### config.mk
export PLATFORM = sky130hd
export DESIGN_NAME = binomial_coefficient_unit_top
export DESIGN_NICKNAME = d
export VERILOG_FILES = /design/src/rtl/bcu_pkg.sv /design/src/rtl/bcu_div.sv /design/src/rtl/binomial_coefficient_unit_top.sv
export SDC_FILE = /design/constraint.sdc
export NUM_CORES = 2
export LEC_CHECK = 0
export BUFFER_PORTS_ARGS = -buffer_cell sky130_fd_sc_hd__buf_2
export CORE_ASPECT_RATIO = 2
export CORE_MARGIN = 8
export CORE_UTILIZATION = 30
export DETAILED_ROUTE_END_ITERATION = 10
export PLACE_DENSITY = 0.46
export SETUP_SLACK_MARGIN = 0.15
export SYNTH_ARGS = -nofsm -noshare
export SYNTH_HDL_FRONTEND = slang
export SYNTH_SLANG_ARGS = --single-unit
### constraint.sdc
create_clock -name clk -period 14.1 [get_ports clk]
set_input_delay 0.705 -clock clk [delete_from_list [all_inputs] [get_ports clk]]
set_output_delay 0.705 -clock clk [all_outputs]
set_load 0.03 [all_outputs]
### src/rtl/bcu_pkg.sv
`timescale 1ns / 1ps

package bcu_pkg;

  // Width of the numerator product, the denominator and the quotient.
  localparam int RESULT_WIDTH = 64;

  // Width of the n and k fields.
  localparam int COUNT_W = 7;

  // Width of m, which is at most half of the largest n.
  localparam int HALF_W = COUNT_W - 1;

  // Width of one product of the shared multiplier.
  localparam int PROD_W = RESULT_WIDTH + COUNT_W;

  // Width of the bit counter of the divider.
  localparam int DIV_CNT_W = $clog2(RESULT_WIDTH + 1);

  localparam logic [1:0] STATUS_OK       = 2'd0;
  localparam logic [1:0] STATUS_RANGE    = 2'd1;
  localparam logic [1:0] STATUS_OVERFLOW = 2'd2;

endpackage

### src/rtl/bcu_div.sv
`timescale 1ns / 1ps

module bcu_div (
  input  logic                              clk,
  input  logic                              rst_n,
  input  logic                              start,
  input  logic [bcu_pkg::RESULT_WIDTH-1:0]  dividend,
  input  logic [bcu_pkg::RESULT_WIDTH-1:0]  divisor,
  output logic                              done,
  output logic [bcu_pkg::RESULT_WIDTH-1:0]  quotient
);

  localparam int RW = bcu_pkg::RESULT_WIDTH;
  localparam int CW = bcu_pkg::DIV_CNT_W;

  logic [RW-1:0] rem_r, rem_nxt;
  logic [RW-1:0] quo_r, quo_nxt;
  logic [RW-1:0] dvs_r, dvs_nxt;
  logic [CW-1:0] cnt_r, cnt_nxt;
  logic          busy_r, busy_nxt;
  logic          done_r, done_nxt;

  logic [RW:0]   rem_sh;
  logic          ge;

  // Restoring division, one quotient bit per cycle, most significant first.
  // The remainder stays below the divisor, so it always fits in RW bits.
  always_comb begin
    rem_sh   = {rem_r, quo_r[RW-1]};
    ge       = (rem_sh >= {1'b0, dvs_r});
    rem_nxt  = rem_r;
    quo_nxt  = quo_r;
    dvs_nxt  = dvs_r;
    cnt_nxt  = cnt_r;
    busy_nxt = busy_r;
    done_nxt = 1'b0;
    if (start) begin
      rem_nxt  = '0;
      quo_nxt  = dividend;
      dvs_nxt  = divisor;
      cnt_nxt  = CW'(RW);
      busy_nxt = 1'b1;
    end else if (busy_r) begin
      rem_nxt = ge ? RW'(rem_sh - {1'b0, dvs_r}) : rem_sh[RW-1:0];
      quo_nxt = {quo_r[RW-2:0], ge};
      cnt_nxt = cnt_r - CW'(1);
      if (cnt_r == CW'(1)) begin
        busy_nxt = 1'b0;
        done_nxt = 1'b1;
      end
    end
  end

  always_ff @(posedge clk) begin
    if (!rst_n) begin
      busy_r <= 1'b0;
      done_r <= 1'b0;
      cnt_r  <= '0;
    end else begin
      busy_r <= busy_nxt;
      done_r <= done_nxt;
      cnt_r  <= cnt_nxt;
    end
    rem_r <= rem_nxt;
    quo_r <= quo_nxt;
    dvs_r <= dvs_nxt;
  end

  assign done     = done_r;
  assign quotient = quo_r;

endmodule

### src/rtl/binomial_coefficient_unit_top.sv
`timescale 1ns / 1ps

// Binomial coefficient unit: returns C(n,k) for each request word.
// Input channel: in_tdata carries n in bits [6:0] and k in bits [13:7].
// Result channel: out_tdata carries the coefficient, out_tuser the status
// (0 ok, 1 k greater than n, 2 numerator overflow); the coefficient is zero
// unless the status is ok.
// One request is worked on at a time and in_tready is low while it runs.
// With m the smaller of k and n-k, one shared multiplier forms the
// numerator and then m factorial, a bit-serial divider forms the
// quotient, and the result register is loaded; the result word then goes
// to the output register and the block returns to idle for the next word.
// A request with k greater than n, or one whose numerator overflows,
// finishes early.
// The result sits in an output register; a new request is accepted while
// it waits. If the receiver stalls and the next result is ready too, the
// block holds that result and takes no new word until the register frees.
// Reset (rst_n low, synchronous) drops any request in flight and any
// waiting result.
module binomial_coefficient_unit_top (
  input  logic        clk,
  input  logic        rst_n,
  input  logic        in_tvalid,
  output logic        in_tready,
  input  logic [15:0] in_tdata,   // [6:0] total_count, [13:7] chosen_count
  output logic        out_tvalid,
  input  logic        out_tready,
  output logic [63:0] out_tdata,  // [63:0] coefficient
  output logic [1:0]  out_tuser   // [1:0] status
);

  localparam int RW = bcu_pkg::RESULT_WIDTH;
  localparam int NW = bcu_pkg::COUNT_W;
  localparam int HW = bcu_pkg::HALF_W;
  localparam int PW = bcu_pkg::PROD_W;

  typedef enum logic [2:0] {
    ST_IDLE,
    ST_NUM,
    ST_DEN,
    ST_DIV,
    ST_DONE
  } state_t;

  state_t        state_r, state_nxt;
  logic [RW-1:0] num_r, num_nxt;
  logic [RW-1:0] den_r, den_nxt;
  logic [NW-1:0] fac_r, fac_nxt;
  logic [HW-1:0] cnt_r, cnt_nxt;
  logic [HW-1:0] m_r, m_nxt;
  logic [RW-1:0] res_r, res_nxt;
  logic [1:0]    stat_r, stat_nxt;
  logic          out_tvalid_r, out_tvalid_nxt;
  logic [63:0]   out_tdata_r, out_tdata_nxt;
  logic [1:0]    out_tuser_r, out_tuser_nxt;

  logic [NW-1:0] n_in, k_in, nk_in;
  logic [RW-1:0] mul_a;
  logic [PW-1:0] mul_prod;
  logic          mul_ovf;
  logic          div_start, div_done;
  logic [RW-1:0] div_quo;

  assign n_in  = in_tdata[6:0];
  assign k_in  = in_tdata[13:7];
  assign nk_in = n_in - k_in;

  // The single multiplier serves both the numerator and the factorial.
  assign mul_a    = (state_r == ST_NUM) ? num_r : den_r;
  assign mul_prod = PW'(mul_a) * PW'(fac_r);
  assign mul_ovf  = |mul_prod[PW-1:RW];

  assign div_start = (state_r == ST_DEN) && (cnt_r == '0);

  bcu_div u_div (
    .clk      (clk),
    .rst_n    (rst_n),
    .start    (div_start),
    .dividend (num_r),
    .divisor  (den_r),
    .done     (div_done),
    .quotient (div_quo)
  );

  assign in_tready = (state_r == ST_IDLE);

  always_comb begin
    state_nxt      = state_r;
    num_nxt        = num_r;
    den_nxt        = den_r;
    fac_nxt        = fac_r;
    cnt_nxt        = cnt_r;
    m_nxt          = m_r;
    res_nxt        = res_r;
    stat_nxt       = stat_r;
    out_tvalid_nxt = out_tvalid_r;
    out_tdata_nxt  = out_tdata_r;
    out_tuser_nxt  = out_tuser_r;

    if (out_tvalid_r && out_tready) begin
      out_tvalid_nxt = 1'b0;
    end

    case (state_r)
      ST_IDLE: begin
        if (in_tvalid) begin
          num_nxt = RW'(1);
          den_nxt = RW'(1);
          if (k_in > n_in) begin
            res_nxt   = '0;
            stat_nxt  = bcu_pkg::STATUS_RANGE;
            state_nxt = ST_DONE;
          end else begin
            m_nxt     = HW'((k_in < nk_in) ? k_in : nk_in);
            cnt_nxt   = m_nxt;
            // First numerator factor is n - m + 1.
            fac_nxt   = n_in - NW'(m_nxt) + NW'(1);
            state_nxt = ST_NUM;
          end
        end
      end
      ST_NUM: begin
        if (cnt_r == '0) begin
          fac_nxt   = NW'(1);
          cnt_nxt   = m_r;
          state_nxt = ST_DEN;
        end else if (mul_ovf) begin
          res_nxt   = '0;
          stat_nxt  = bcu_pkg::STATUS_OVERFLOW;
          state_nxt = ST_DONE;
        end else begin
          num_nxt = mul_prod[RW-1:0];
          fac_nxt = fac_r + NW'(1);
          cnt_nxt = cnt_r - HW'(1);
        end
      end
      ST_DEN: begin
        // m! never exceeds the numerator, so the truncation loses nothing.
        if (cnt_r == '0) begin
          state_nxt = ST_DIV;
        end else begin
          den_nxt = mul_prod[RW-1:0];
          fac_nxt = fac_r + NW'(1);
          cnt_nxt = cnt_r - HW'(1);
        end
      end
      ST_DIV: begin
        if (div_done) begin
          res_nxt   = div_quo;
          stat_nxt  = bcu_pkg::STATUS_OK;
          state_nxt = ST_DONE;
        end
      end
      ST_DONE: begin
        if (!out_tvalid_r || out_tready) begin
          out_tvalid_nxt = 1'b1;
          out_tdata_nxt  = 64'(res_r);
          out_tuser_nxt  = stat_r;
          state_nxt      = ST_IDLE;
        end
      end
      default: begin
        state_nxt = ST_IDLE;
      end
    endcase
  end

  always_ff @(posedge clk) begin
    if (!rst_n) begin
      state_r      <= ST_IDLE;
      out_tvalid_r <= 1'b0;
      cnt_r        <= '0;
    end else begin
      state_r      <= state_nxt;
      out_tvalid_r <= out_tvalid_nxt;
      cnt_r        <= cnt_nxt;
    end
    num_r       <= num_nxt;
    den_r       <= den_nxt;
    fac_r       <= fac_nxt;
    m_r         <= m_nxt;
    res_r       <= res_nxt;
    stat_r      <= stat_nxt;
    out_tdata_r <= out_tdata_nxt;
    out_tuser_r <= out_tuser_nxt;
  end

  assign out_tvalid = out_tvalid_r;
  assign out_tdata  = out_tdata_r;
  assign out_tuser  = out_tuser_r;

endmodule

== Yosys cells after proc, flatten, opt, wreduce, memory -nomap -nowiden ==
Cells that the tools add are included.

* Flip-flop bits (word level): 484
* Bits in latches: 0
* RAM bits: 0
* Memory bits (read-only): 0
* Input port bits: 20
* Output and inout bits: 68
* Logic and storage cells: 122
* Memories: 0

* Add/subtract/negate cells: 7
* $mul: 1
* Div/mod/pow operators: 0
* Magnitude comparators: 3
* Eq/ne operators: 17
* Shift operators: 0
* Multiplexer cells: 52
* Bitwise gates (word level): 3
* Reductions and logical operators: 21

{| class="wikitable"
|+ Operators with widths
! kind !! number
|-
| $mux 64 || 13
|-
| $pmux 64 s2 || 2
|-
| $pmux 64 s3 || 1
|-
| $mul 64x7->71 || 1
|-
| $ge 65x64->1 || 1
|-
| $sub 64x64->64 || 1
|-
| $mux 7 || 7
|-
| $mux 6 || 6
|-
| $mux 3 || 7
|-
| $pmux 7 s3 || 1
|-
| $pmux 6 s3 || 1
|-
| $pmux 3 s5 || 1
|-
| $add 7x1->7 const B || 2
|-
| $ne 2x2->1 const B || 7
|-
| $mux 2 || 5
|-
| $reduce_and 5->1 || 2
|-
| $eq 7x1->1 const B || 1
|-
| $gt 7x7->1 || 1
|-
| $lt 7x7->1 || 1
|-
| $mux 1 || 7
|-
| $reduce_or 7->1 || 1
|-
| $sub 7x1->7 const B || 1
|-
| $sub 7x6->7 || 1
|-
| $sub 7x7->7 || 1
|-
| 21 further kinds || 32
|}

== Longest topological paths before layout ==
* Depth after elaboration: 8
* Depth in mapped cells: 30
* Gate-level depth less buffers: 27

== Cells and area by module ==
A second synthesis with hierarchy kept.

* Cell total of the unflattened synthesis: 3,823
* Area, all modules: 38,532.0 µm²

{| class="wikitable"
|+ By module, submodules not included
! module !! instances !! cells an instance !! area each (µm²) !! seq. area each (µm²)
|-
| binomial_coefficient_unit_top || 1 || 2,579 || 26,322.7 || 8,398.1
|-
| bcu_div || 1 || 1,244 || 12,209.2 || 5,305.1
|}

== Worst setup path after synthesis ==
OpenSTA, ideal clock, no wires.

* Kind: register to register
* From: register state_r[2]
* To: register num_r[0], enable pin
* Library setup time: 0.565 ns
* Arrival: 11.653 ns
* Required time: 13.535 ns
* Setup slack: 1.882 ns
* Stages on the path, launching flop included: 26
* Path buffers: 5
* Period minus slack after synthesis: 12.218 ns
* Cell sequence: dfxtp_1 clkbuf_1 nand2b_1 nand2b_1 clkbuf_1 buf_1 buf_1 mux2i_1 nor2b_1 fa_1 fa_1 fa_1 inv_1 fa_1 inv_1 ha_1 clkbuf_2 nand2_1 or3_4 or4_4 a2111oi_4 o21ai_0 a2111o_1 nor3_1 a21oi_1 nor3_1

* Cells in the longest elaborated chain, start to end: 6
* Elaborated cells between the ends (all ways): 10
* Classes of those cells: 1 x mul; 4 x eq/ne; 1 x mux; 4 x reduce/logical

{| class="wikitable"
|+ Ends and longest elaborated chain
! what !! RTL line !! source
|-
| start: declaration || binomial_coefficient_unit_top.sv:45 || <nowiki>state_t state_r, state_nxt;</nowiki>
|-
| start signal: assignment || binomial_coefficient_unit_top.sv:174 || <nowiki>state_r <= state_nxt;</nowiki>
|-
| $eq 3x1->1 || binomial_coefficient_unit_top.sv:69, binomial_coefficient_unit_top.sv:104 ||
|-
| $mux 64 || binomial_coefficient_unit_top.sv:69 || <nowiki>assign mul_a = (state_r == ST_NUM) ? num_r : den_r;</nowiki>
|-
| $mul 64x7->71 || binomial_coefficient_unit_top.sv:70 || <nowiki>assign mul_prod = PW'(mul_a) * PW'(fac_r);</nowiki>
|-
| $reduce_or 7->1 || binomial_coefficient_unit_top.sv:71 || <nowiki>assign mul_ovf = |mul_prod[PW-1:RW];</nowiki>
|-
| $ne 2x2->1 (no line) || -- ||
|-
| $reduce_and 4->1 (no line) * || -- ||
|-
| end signal: assignment || binomial_coefficient_unit_top.sv:178 || <nowiki>num_r <= num_nxt;</nowiki>
|-
| end: declaration || binomial_coefficient_unit_top.sv:46 || <nowiki>logic [RW-1:0] num_r, num_nxt;</nowiki>
|}

Every way passes the cells marked *; elsewhere a longest branch is shown, timed or not.
A chain may end at the register's enable or synchronous reset.

== Worst setup path in the final report ==
* From: register state_r[1]
* To: register res_r[40], enable pin

* Cells in the longest elaborated chain, start to end: 6
* Elaborated cells between the ends (all ways): 13
* Classes of those cells: 1 x mul; 7 x eq/ne; 1 x mux; 4 x reduce/logical

{| class="wikitable"
|+ Ends and longest elaborated chain
! what !! RTL line !! source
|-
| $eq 3x1->1 || binomial_coefficient_unit_top.sv:69, binomial_coefficient_unit_top.sv:104 ||
|-
| $mux 64 || binomial_coefficient_unit_top.sv:69 ||
|-
| $mul 64x7->71 || binomial_coefficient_unit_top.sv:70 ||
|-
| $reduce_or 7->1 || binomial_coefficient_unit_top.sv:71 ||
|-
| $ne 2x2->1 (no line) || -- ||
|-
| $reduce_and 6->1 (no line) * || -- ||
|-
| end signal: assignment || binomial_coefficient_unit_top.sv:182 || <nowiki>res_r <= res_nxt;</nowiki>
|-
| end: declaration || binomial_coefficient_unit_top.sv:51 || <nowiki>logic [RW-1:0] res_r, res_nxt;</nowiki>
|}

Marked as above.

==> impl_metrics.csv <==
group,metric,value,unit
worst_setup_path,crit_chain,"inv_1 -> nand2b_4 -> buf_4 -> mux2i_1 -> nor2b_1 -> fa_1 -> fa_1 -> fa_1 -> inv_1 -> fa_1 -> inv_1 -> ha_1 -> nand2_1 -> nor2_1 -> nand4_1 -> a2111oi_1 -> buf_4 -> nor2_1 -> o21ai_1 -> nor4_1 -> o41ai_2 -> nor3_1 -> a221oi_4 -> buf_12",
worst_setup_path,crit_arrival,11.25,ns
clock_tree,root_buffer,"clkbuf_16",
worst_setup_path,crit-reg2reg-launch,"state_r[1]",
sta,slew-limit-headroom,21.9,%
finish,drive_gt1_share,6.38,%
grt,grt_pass1_vias,30358,
placement,io_buffers,85,
sta,finalSetupViolCount,0,
finish,nets,4413,
logic_synthesis,synth_edf_count,401,
sta,fin_worst_skew,0.0352,ns
logic_synthesis,ys_top_cells_by_area,"edfxtp_1 32%, fa_1 16%, ha_1 6.0%",
clock_tree,clock_latency,0.62,ns
sta,slew_viol_final,0,
sta,tns,0,ns
placement,gp_congestion,0.941,
worst_setup_path,endpoint_kind,"register",
clock_tree,post_cts_buffers,0,
grt,antenna_found_initial,2,
worst_setup_path,crit_buf_inv,6,
sta,max_freq,0.0911,GHz
drt,drt_iter0_drc,1168,
finish,syn_to_final_growth,9.79,%
drt,drc,0,
grt,grtUsageTotal,16.7,%
floorplan,chipHeight,519,um
clock_tree,post_cts_resized,0,
sta,tightest_slew,1.17,ns
logic_synthesis,synth_area,38000,um2
drt,wire_per_inst,20.7,um
clock_tree,cts_buffers,44,
logic_synthesis,synth-compound-area-share,11.7,%
sta,grt_setup_unrepaired,"no",
sta,hold_viol,0,
drt,drt_wl_total,116,mm
logic_synthesis,yosys.area.top_type,"edfxtp_1",
drt,vias_per_cell,4.94,
logic_synthesis,syn_nets,4412,
floorplan,row_count,184,
min_path,min_path_type,"register to register",
status,status,"completed",
grt,grt_max_degree,98,
logic_synthesis,synth_cell_types,87,
worst_setup_path,path_class,"register to register",
worst_setup_path,required,14.38,ns
logic_synthesis,synthArstFlopShare,0,%
worst_setup_path,critPathMaxStageDelay,0.99,ns
logic_synthesis,ys_ff_latch,484,
clock_tree,clock_sinks,484,
finish,utilization,33.2,%
logic_synthesis,synthSimpleGateAreaFrac,18.6,%
floorplan,die_w,268,um
worst_setup_path,crit_family,"compound AO/OA/AOI/OAI gates",
logic_synthesis,avgSynthCellArea,9.74,um2
drt,dr_total_vias,27717,
logic_synthesis,synth_top_family_by_area,"adder cells",
floorplan,boundaryPins,88,
logic_synthesis,synth_top_cell_area_share,31.7,%
logic_synthesis,synth_fa_ha_area_share,22.4,%
clock_tree,cts_tree,"built",
worst_setup_path,crit_path_start_kind,"register",
worst_setup_path,slowest_stage,"o41ai_2",
finish,fin_cells,5610,
grt,grt_first_pass_wirelength,179,mm
sta,min_period,10.97,ns
floorplan,coreArea,126000,um2
flow_run,max_cap_violations,0,
logic_synthesis,synth_seq_area_share,36.1,%
logic_synthesis,netlist_instances,3898,
grt,overflow,0,
min_path,hold_start,"res_r[13]",
placement,placed_cells,5527,
logic_synthesis,yosys_warnings,0,
clock_tree,hold_buffers,0,
logic_synthesis,synthFlopType,"edfxtp_1",
drt,ant_nets,0,
floorplan,die_area,139000,um2
placement,dp_hpwl,91.4,mm
clock_tree,cts_buffer_depth,3,
sta,fin_crit_sh,77.8,%
clock_tree,htreeDepth,2,
drt,dr.pass1.iters,5,
logic_synthesis,synth_xor_xnor_area_share,3.34,%
logic_synthesis,muxShareOfSynthArea,2.00,%
worst_setup_path,crit_start,"state_r[1]",
worst_setup_path,crit_top_cell,"fa_1",
worst_setup_path,worst-path-max-fanout,45,
floorplan,initial_core_util,30.2,%
clock_tree,clkSlewWorstSetupHoldPaths,0.07,ns
-- kinds of logic (layout without fill, tap and decap cells) --
family | after synthesis | after routing
fa+ha+maj | 494 | 494
compound gates | 707 | 707
other cells | 0 | 1
simple gates | 1420 | 1420
mux | 76 | 76
buf+inv | 572 | 609
flops | 484 | 484
xor+xnor | 145 | 145
-- sequential cells by signal, indices dropped and copies added (netlist names) --
name and cells:
u_div.rem_r 64, u_div.busy_r 1, u_div.quotient 64, state_r 3, u_div.done 1, u_div.cnt_r 7, out_tuser 2, out_tdata 64
m_r 6, num_r 64, fac_r 7, cnt_r 6, den_r 64, stat_r 2, out_tvalid 1, res_r 64
u_div.dvs_r 64
-- routing by layer --
metal	vias to the layer above	global-route usage, %	wire length, um
met5	-	0	12
met4	2	8.74	6660
met3	263	1.04	2510
met2	535	34.4	67600
met1	13846	16.0	39500
li1	13071	-	-
-- synth_stat cells (4+ instances only) --
master	n
a21o_1	61
nand4_1	39
nor4_1	11
nor2b_1	363
nor3_1	39
a21oi_1	244
o21ai_1	7
nand2b_1	78
nor2_1	311
o21ai_0	152
a31o_2	8
o2111ai_1	4
o21bai_1	31
dfxtp_1	83
buf_1	16
a31oi_1	20
ha_1	182
a221oi_1	7
o22ai_1	11
o211ai_1	10
and3_1	23
clkbuf_1	145
nand2_1	390
nand3_1	41
edfxtp_1	401
or2_2	7
mux2i_1	76
xnor2_1	79
a211o_1	8
a211oi_1	45
xor2_1	66
o21a_1	26
inv_1	387
or3_1	8
fa_1	312
o31ai_1	15
a221o_1	4
a311oi_1	5
a2111oi_0	4
buf_2	15
and2_1	91
-- worst reg2reg max path, cell delays in order, from the launching register on --
cell and delay (ns):
dfxtp_1 0.70, inv_1 0.34, nand2b_4 0.36, buf_4 0.62
mux2i_1 0.89, nor2b_1 0.16, fa_1 0.53, fa_1 0.54
fa_1 0.56, inv_1 0.06, fa_1 0.53, inv_1 0.04
ha_1 0.41, nand2_1 0.12, nor2_1 0.35, nand4_1 0.37
a2111oi_1 0.47, buf_4 0.22, nor2_1 0.13, o21ai_1 0.45
nor4_1 0.14, o41ai_2 0.99, nor3_1 0.36, a221oi_4 0.88
buf_12 0.33
-- cells in the final DEF (no fill, tap or decap), drive strengths merged, types with 20 or more instances in the layout --
| cell | instances |
|---|---|
| ha | 182 |
| clkbuf | 54 |
| nand2b | 78 |
| nor2b | 363 |
| edfxtp | 401 |
| xor2 | 66 |
| o21a | 26 |
| and3 | 24 |
| mux2i | 76 |
| and2 | 94 |
| nand2 | 391 |
| nor2 | 311 |
| o21ai | 159 |
| o21bai | 31 |
| fa | 312 |
| inv | 393 |
| dfxtp | 83 |
| a211oi | 45 |
| a21oi | 246 |
| a31oi | 20 |
| xnor2 | 79 |
| nand3 | 41 |
| nand4 | 40 |
| nor3 | 39 |
| buf | 137 |
| a21o | 62 |
-- path summary, 6_finish.rpt --
check                        to  slack (ns)  depth (start not counted)
setup / recovery      res_r[40]        3.13                         24
hold / removal    out_tdata[13]        0.41                          0
setup reg to reg      res_r[40]        3.13                         24
hold reg to reg   out_tdata[13]        0.41                          0
-- cell type report --
cell class	instances	area, um2
fill	13050	84000
sequential	484	13700
clock buffer	54	1170
timing repair buffer	137	841
tap	1674	2090
multi-input combinational	2842	22200
inverter	390	1470
antenna	1	2.50
clock inverter	28	235
-- per-stage QoR --
stage	instance area, um2	hold WS, ns	setup WS [ns]
floorplan	38000	0.400	1.88
global placement	40300	0.400	3.08
detailed placement	40300	0.405	3.01
CTS	41700	0.396	2.93
global route	41700	0.420	2.51
finish	41700	0.414	3.13
Power is not shown: default switching activity piles up to over one toggle a cycle in this logic, so the estimate is an artifact.
